$ cat src/sv/gser_pkg.sv
// Shared types and constants for the Gaussian smoother with edge replication.
package gser_pkg;

  // Default filter geometry
  localparam int HALF_TAPS_DEF   = 3;
  localparam int SAMPLE_BITS_DEF = 24;

  // Weight registers
  localparam int NUM_WEIGHTS    = 4;
  localparam int WEIGHT_BITS    = 16;
  localparam int CFG_INDEX_BITS = 2;

  localparam logic [WEIGHT_BITS-1:0] WEIGHT_CENTER_RST = 16'hFFFF;
  localparam logic [WEIGHT_BITS-1:0] WEIGHT_SIDE_RST   = 16'h0000;

  // Rounding constant for the Q0.16 product scale
  localparam int ROUND_SHIFT = 16;

  // Configuration register indexes
  typedef enum logic [CFG_INDEX_BITS-1:0] {
    REG_WEIGHT_CENTER     = 2'd0,
    REG_WEIGHT_DIST_ONE   = 2'd1,
    REG_WEIGHT_DIST_TWO   = 2'd2,
    REG_WEIGHT_DIST_THREE = 2'd3
  } gser_reg_t;

  typedef logic [NUM_WEIGHTS-1:0][WEIGHT_BITS-1:0] gser_weights_t;

  // Tag that follows a window through the pipeline
  typedef struct packed {
    logic valid;
    logic last;
  } gser_tag_t;

endpackage

$ cat src/sv/gser_filter.sv
// Two-stage multiply/accumulate datapath with rounding, saturation and output register.
module gser_filter
  import gser_pkg::*;
#(
  parameter int HALF_TAPS   = HALF_TAPS_DEF,
  parameter int SAMPLE_BITS = SAMPLE_BITS_DEF
) (
  input  logic                                        clk,
  input  logic                                        rst,
  input  gser_tag_t                                   win_tag,
  input  logic [2*HALF_TAPS:0][SAMPLE_BITS-2:0]       win,
  input  gser_weights_t                               weights,
  output logic                                        win_ready,
  output logic                                        out_valid,
  input  logic                                        out_ready,
  output logic [SAMPLE_BITS-2:0]                      smoothed,
  output logic                                        last_of_line
);

  localparam int NPROD = HALF_TAPS + 1;
  localparam int PW    = WEIGHT_BITS + SAMPLE_BITS;
  localparam int AW    = PW + $clog2(NPROD);
  localparam int RW    = AW - ROUND_SHIFT;
  localparam logic [AW-1:0] ROUND_ADD = AW'(1) << (ROUND_SHIFT - 1);
  localparam logic [RW-1:0] OUT_MAX   =
    {{(RW - SAMPLE_BITS + 1){1'b0}}, {(SAMPLE_BITS-1){1'b1}}};

  gser_tag_t             p_tag;
  logic [NPROD-1:0][PW-1:0] prod;
  logic [NPROD-1:0][PW-1:0] prod_next;
  logic                  p_en;
  logic                  out_en;
  logic [AW-1:0]         acc;
  logic [AW-1:0]         acc_rnd;
  logic [RW-1:0]         rounded;
  logic [SAMPLE_BITS-2:0] sat;

  assign out_en    = !out_valid || out_ready;
  assign p_en      = !p_tag.valid || out_en;
  assign win_ready = p_en;

  // Tap products: center alone, symmetric taps folded into pair sums
  assign prod_next[0] = PW'(weights[0]) * PW'(win[HALF_TAPS]);
  for (genvar d = 1; d <= HALF_TAPS; d++) begin : g_tap
    logic [SAMPLE_BITS-1:0] pair;
    assign pair = SAMPLE_BITS'(win[HALF_TAPS-d]) + SAMPLE_BITS'(win[HALF_TAPS+d]);
    assign prod_next[d] = PW'(weights[d]) * PW'(pair);
  end

  // Product stage
  always_ff @(posedge clk) begin
    if (rst) begin
      p_tag <= '0;
    end else if (p_en) begin
      p_tag <= win_tag;
    end
  end

  always_ff @(posedge clk) begin
    if (p_en) begin
      prod <= prod_next;
    end
  end

  // Sum, round to nearest (ties up), saturate
  always_comb begin
    acc = '0;
    for (int i = 0; i < NPROD; i++) begin
      acc = acc + AW'(prod[i]);
    end
    acc_rnd = acc + ROUND_ADD;
    rounded = acc_rnd[AW-1:ROUND_SHIFT];
    sat     = (rounded > OUT_MAX) ? OUT_MAX[SAMPLE_BITS-2:0] : rounded[SAMPLE_BITS-2:0];
  end

  // Output register
  always_ff @(posedge clk) begin
    if (rst) begin
      out_valid    <= 1'b0;
      last_of_line <= 1'b0;
    end else if (out_en) begin
      out_valid    <= p_tag.valid;
      last_of_line <= p_tag.last;
    end
  end

  always_ff @(posedge clk) begin
    if (out_en) begin
      smoothed <= sat;
    end
  end

  // Checks
  a_ptag_last_valid: assert property (@(posedge clk) disable iff (rst)
    p_tag.last |-> p_tag.valid)
    else $error("product stage marks last without a valid result");

  a_win_moves_on: assert property (@(posedge clk) disable iff (rst)
    win_ready && win_tag.valid |=> p_tag.valid)
    else $error("window transfer lost in product stage");

  a_out_from_ptag: assert property (@(posedge clk) disable iff (rst)
    p_tag.valid && out_en |=> out_valid && (last_of_line == $past(p_tag.last)))
    else $error("product stage result not moved to output register");

endmodule

$ cat src/sv/gaussian_smoother_edge_replicate_unit.sv
// Top level of the Gaussian smoother: weights, sample window, line control.
//
// Usage: one line of samples enters on in_valid/in_ready, one sample per
// transfer, with end_of_line set on the last sample of the line. Negative
// samples count as zero. Smoothed samples leave on out_valid/out_ready,
// lagging the input by HALF_TAPS samples; borders replicate the first and
// last sample of the line. last_of_line marks the final result of a line.
// Weights (Q0.16) are written on cfg_valid/cfg_ready, cfg_index 0 = center,
// 1..3 = taps one to three samples away; cfg_ready is always high. Write
// them only while the block is idle.
// Pipeline: a result is formed in the window register by the transfer that
// completes its window, then moves through the product and output registers.
// Throughput: one sample per cycle while in_ready is high. The end_of_line
// sample is followed by HALF_TAPS flush steps that replay the last sample
// through the window; in_ready is low during the flush.
// Reset: weights return to center = 0xFFFF (just below 1.0), others 0; the
// pipeline empties and the next sample starts a new line. A stalled receiver
// holds the output register; the stages in front keep filling until each
// holds a result, then in_ready drops.
module gaussian_smoother_edge_replicate_unit
  import gser_pkg::*;
#(
  parameter int HALF_TAPS   = HALF_TAPS_DEF,
  parameter int SAMPLE_BITS = SAMPLE_BITS_DEF
) (
  input  logic                      clk,
  input  logic                      rst,
  input  logic                      in_valid,
  output logic                      in_ready,
  input  logic [SAMPLE_BITS-1:0]    sample,
  input  logic                      end_of_line,
  output logic                      out_valid,
  input  logic                      out_ready,
  output logic [SAMPLE_BITS-2:0]    smoothed,
  output logic                      last_of_line,
  input  logic                      cfg_valid,
  output logic                      cfg_ready,
  input  logic [CFG_INDEX_BITS-1:0] cfg_index,
  input  logic [WEIGHT_BITS-1:0]    cfg_data
);

  localparam int WIN_LEN = 2 * HALF_TAPS + 1;
  localparam int DW      = SAMPLE_BITS - 1;
  localparam int CW      = $clog2(HALF_TAPS + 1);
  localparam logic [CW-1:0] HALF = CW'(HALF_TAPS);
  localparam logic [CW-1:0] ONE  = CW'(1);

  gser_weights_t              weights;
  logic [WIN_LEN-1:0][DW-1:0] win;
  logic [WIN_LEN-1:0][DW-1:0] win_next;
  gser_tag_t                  win_tag;
  logic [CW-1:0]              fill;
  logic [CW-1:0]              fill_inc;
  logic [CW-1:0]              first;
  logic [CW-1:0]              first_next;
  logic [CW-1:0]              kcnt;
  logic                       flushing;
  logic                       win_ready;
  logic                       w_en;
  logic                       accept;
  logic                       flush_step;
  logic [DW-1:0]              samp_clamp;

  // Weight registers
  assign cfg_ready = 1'b1;

  always_ff @(posedge clk) begin
    if (rst) begin
      weights[0] <= WEIGHT_CENTER_RST;
      weights[1] <= WEIGHT_SIDE_RST;
      weights[2] <= WEIGHT_SIDE_RST;
      weights[3] <= WEIGHT_SIDE_RST;
    end else if (cfg_valid && cfg_ready) begin
      unique case (gser_reg_t'(cfg_index))
        REG_WEIGHT_CENTER:     weights[0] <= cfg_data;
        REG_WEIGHT_DIST_ONE:   weights[1] <= cfg_data;
        REG_WEIGHT_DIST_TWO:   weights[2] <= cfg_data;
        REG_WEIGHT_DIST_THREE: weights[3] <= cfg_data;
        default: ;
      endcase
    end
  end

  // Handshake and stage enables
  assign w_en       = !win_tag.valid || win_ready;
  assign in_ready   = w_en && !flushing;
  assign accept     = in_valid && in_ready;
  assign flush_step = flushing && w_en;

  // Negative samples clamp to zero
  assign samp_clamp = sample[SAMPLE_BITS-1] ? '0 : sample[DW-1:0];

  assign fill_inc   = (fill == HALF) ? HALF : fill + ONE;
  assign first_next = HALF - fill_inc + ONE;

  // Window update: fill on line start, shift otherwise, replay last on flush
  always_comb begin
    win_next = win;
    if (accept) begin
      if (fill == '0) begin
        for (int i = 0; i < WIN_LEN; i++) begin
          win_next[i] = samp_clamp;
        end
      end else begin
        for (int i = 0; i < WIN_LEN - 1; i++) begin
          win_next[i] = win[i+1];
        end
        win_next[WIN_LEN-1] = samp_clamp;
      end
    end else if (flush_step) begin
      for (int i = 0; i < WIN_LEN - 1; i++) begin
        win_next[i] = win[i+1];
      end
      win_next[WIN_LEN-1] = win[WIN_LEN-1];
    end
  end

  always_ff @(posedge clk) begin
    win <= win_next;
  end

  // Line control: fill count, flush sequencing, window tag
  always_ff @(posedge clk) begin
    if (rst) begin
      fill     <= '0;
      first    <= '0;
      kcnt     <= '0;
      flushing <= 1'b0;
      win_tag  <= '0;
    end else if (accept) begin
      win_tag.valid <= (fill == HALF);
      win_tag.last  <= 1'b0;
      if (end_of_line) begin
        flushing <= 1'b1;
        kcnt     <= ONE;
        first    <= first_next;
        fill     <= '0;
      end else begin
        fill <= fill_inc;
      end
    end else if (flush_step) begin
      win_tag.valid <= (kcnt >= first);
      win_tag.last  <= (kcnt == HALF);
      kcnt          <= kcnt + ONE;
      if (kcnt == HALF) begin
        flushing <= 1'b0;
      end
    end else if (w_en) begin
      win_tag <= '0;
    end
  end

  gser_filter #(
    .HALF_TAPS   (HALF_TAPS),
    .SAMPLE_BITS (SAMPLE_BITS)
  ) u_filter (
    .clk          (clk),
    .rst          (rst),
    .win_tag      (win_tag),
    .win          (win),
    .weights      (weights),
    .win_ready    (win_ready),
    .out_valid    (out_valid),
    .out_ready    (out_ready),
    .smoothed     (smoothed),
    .last_of_line (last_of_line)
  );

  // Checks
  a_eol_starts_flush: assert property (@(posedge clk) disable iff (rst)
    in_valid && in_ready && end_of_line |=> flushing && (fill == '0))
    else $error("end of line transfer did not start a flush");

  a_fill_bound: assert property (@(posedge clk) disable iff (rst)
    fill <= HALF)
    else $error("fill count beyond half window");

  a_last_is_valid: assert property (@(posedge clk) disable iff (rst)
    win_tag.last |-> win_tag.valid && !flushing)
    else $error("last marker without a valid window or with flush pending");

  a_flush_ends_last: assert property (@(posedge clk) disable iff (rst)
    flush_step && (kcnt == HALF) |=> win_tag.last)
    else $error("flush ended without marking the last result");

endmodule

$ cat config.mk
export PLATFORM = sky130hd
export DESIGN_NAME = gaussian_smoother_edge_replicate_unit
export DESIGN_NICKNAME = d
export VERILOG_FILES = /design/src/sv/gser_pkg.sv /design/src/sv/gser_filter.sv /design/src/sv/gaussian_smoother_edge_replicate_unit.sv
export SDC_FILE = /design/constraint.sdc
export NUM_CORES = 2
export LEC_CHECK = 0
export ABC_CLOCK_PERIOD_IN_PS = 12700
export BUFFER_PORTS_ARGS = -buffer_cell sky130_fd_sc_hd__buf_2
export CELL_PAD_IN_SITES_DETAIL_PLACEMENT = 0
export CELL_PAD_IN_SITES_GLOBAL_PLACEMENT = 1
export CORE_UTILIZATION = 50
export DETAILED_ROUTE_END_ITERATION = 8
export PLACE_DENSITY_LB_ADDON = 0.1
export REMOVE_ABC_BUFFERS = 1
export SKIP_LAST_GASP = 1
export SYNTH_ARGS = -nofsm -noshare
export SYNTH_HDL_FRONTEND = slang
export SYNTH_SLANG_ARGS = --single-unit
$ cat constraint.sdc
create_clock -name clk -period 12.7 [get_ports clk]
set_input_delay 3.175 -clock clk [delete_from_list [all_inputs] [get_ports clk]]
set_output_delay 3.175 -clock clk [all_outputs]
set_load 0.05 [all_outputs]
==> impl_results.md <==
- Max Clock Freq: 103.9 MHz
- Worst-Skew Late Latency: 0.67 ns
- Drt drc: 0
- Register bit count reported by yosys: 420
- Mean Syn Cell Area: 9.196 µm²
- Total track usage: 0.2972
- Initial antenna violation count: 13
- Hold-fix buffers at CTS: 0
- Routability cong.: 0.9212
- Vias per inst: 5.423
- Vias: 52300
- Io pins: 75
- Max Cap Viol: 0
- Congestion Overflow GR: 0
- Root Buffer: clkbuf_16
- Register area share after synthesis: 0.1664
- Setup_tns: 0 ns
- Final Max Tran Viols: 0
- Clock Sinks: 420
- Worst Path Required: 13.11 ns
- Routed WL: 205600 µm
- Final net count: 9646
- Syn Inst Count: 7736
- Global-route wire length before repair: 322900 µm
- Layout area overhead: 6.604%
- Die ar.: 143800 µm²
- Final Hold Viols: 0
- Most used DFF post-synth: edfxtp_1
- Initial Util: 0.5031
- Min Tclk post-route: 9.623 ns
- Setup-failing EPs final: 0
- Number of global-route vias before repair: 54620
- Met2 Wirelength: 94170 µm
- Synth unique cells: 73
- Router iterations before antenna repair: 6
- Max_slew headroom: 0.08777
- Worst-Margin Slew: 1.368 ns
- CP Class: flop to flop
- Resized cells post-CTS: 0
- Port Buf Inserts: 73
- Post-synth EDFFs: 343
- Core area: 141400 µm²
- Biggest area consumer among synthesized cells: fa_1
- Ys async rst share: 0
- CTS buffer count: 52
- Data arrival time of the worst path: 10.04 ns
- Setup WS pre-CTS: 3.129 ns
- Synth area leaders: fa_1 (35%), edfxtp_1 (14%), ha_1 (11%), inv_1 (7.9%), nand2_1 (7.3%)
- Max stage delay cell, worst path: fa_1
- Period Utilization, post-route: 0.7577
- Placed wire-length estimate: 163500 µm
- Worst setup margin: 3.077 ns
- Synth top area share: 0.3526
- Clock slew at reported path FFs: 0.06 ns
- CTS tree: built
- ANT nets after route: 0
- CP peak stage delay: 0.52 ns
- Post-CTS Setup Bufs: 0
- CP max FO: 16
- Wl on met1: 91660 µm
- Final clock skew: 0.05689 ns
- Layout cells sized above 1: 0.04515
- Die W: 379.2 µm
- Die H: 379.2 µm
- Site row count: 138
- CP Launch Type: flop
- Post-DR wirelength/cell: 21.32 µm
- CP Capture Type: flop
- Pin count of the biggest net entering global routing: 90
- Worst-case clock buffer depth: 3
- CTS H-tree depth: 2
- Synth Warn #: 0
- Met3 WL post-DR: 13550 µm
- Most used cell, CP: fa_1
- RSZ-0062 raised after global routing: false
- Top Layer Used: met5
- HP Class: flop to flop
- Mapped Area: 71140 µm²
- Outcome: finished, final reports clean
- Initial drt markers: 3721
## cell usage after synthesis, types with 34 or more instances
cell type	instances
nand2b_1	42
edfxtp_1	343
and2_1	658
xnor2_1	152
nand3_1	57
nor2_1	155
nand2_1	1389
o21a_1	34
xor2_1	77
and3_1	36
fa_1	1253
o21bai_1	42
clkbuf_1	292
o21ai_0	131
ha_1	636
a21oi_1	290
dfxtp_1	77
inv_1	1500
nor3_1	48
a21o_1	139
nor2b_1	80
## metrics by stage
step                std cells  hold WS (ns)  cell area (µm²)  utilization
finish                   9645        0.4724            75840       0.5363
global route             9642        0.5134            75830       0.5363
CTS                      9642        0.4722            75830       0.5363
detailed placement       9545        0.4543            73960       0.5230
global placement         9545        0.4529            73960       0.5230
floorplan                7439        0.4306            70020            -
## final timing paths
path / slack (ns) / endpoint / start / depth (start not counted)
max: 3.08 / u_filter.prod[118] / win[23] / 33
min: 0.47 / u_filter.p_tag[0] / win_tag[0] / 2
min reg2reg: 0.47 / u_filter.p_tag[0] / win_tag[0] / 2
max reg2reg: 3.08 / u_filter.prod[118] / win[23] / 33
## worst max-delay path: cells and delay by family (launching register included)
family | cells | cell delay, ns
compound gates | 12 | 2.65
xor+xnor | 2 | 0.22
fa+ha+maj | 9 | 4.05
buf+inv | 4 | 0.45
flops | 1 | 0.40
simple gates | 6 | 1.58
## cells by family (layout without fill, tap and decap cells)
kind of cell               count (synthesis)  in the layout  synth area share
other                                      1              4        0.00005271
xor gates and xnor gates                 229            229           0.02819
muxes                                      3              3         0.0004221
buffers and inverters                   1797           1813           0.09497
AOI/OAI and AO/OA                        846            846           0.07636
and+or+nand+nor                         2551           2551            0.1691
adders and majority gates               1889           1889            0.4644
DFF                                      420            420            0.1664
## per-layer routing
metal,track usage,vias up
li1,-,23860
met1,0.4138,26790
met2,0.4783,1407
met3,0.04934,239
met4,0.08224,6
met5,0,-
## state kept, by name, summed over array words and instances, names as in the netlist
| signal | cells |
|---|---|
| kcnt | 2 |
| u_filter.smoothed | 23 |
| u_filter.last_of_line | 1 |
| u_filter.p_tag | 2 |
| fill | 2 |
| win_tag | 2 |
| first | 2 |
| flushing | 1 |
| u_filter.prod | 159 |
| weights | 64 |
| u_filter.out_valid | 1 |
| win | 161 |
## cells in the final DEF (no fill, tap or decap), types with 57 or more instances in the layout
master,n
nor2b_1,80
ha_1,636
o21ai_0,130
buf_4,143
nor2_1,153
nand2_1,1388
and2_1,658
edfxtp_1,343
a21o_1,139
fa_1,1253
buf_2,73
dfxtp_1,77
nand3_1,57
a21oi_1,290
xor2_1,70
inv_1,1500
xnor2_1,146
## final cells by class
cell class	instances	area, µm²
antenna	3	7.507
inverter	1500	5630
clock inverter	38	514.2
multi-input combinational	5519	52690
timing repair buffer	216	1439
fill	13270	65570
sequential	420	11840
tap	1890	2365
clock buffer	59	1358
Power is left out: the tool's default activity adds up to more than one toggle a clock period on the data nets, which glitch-free logic cannot reach.
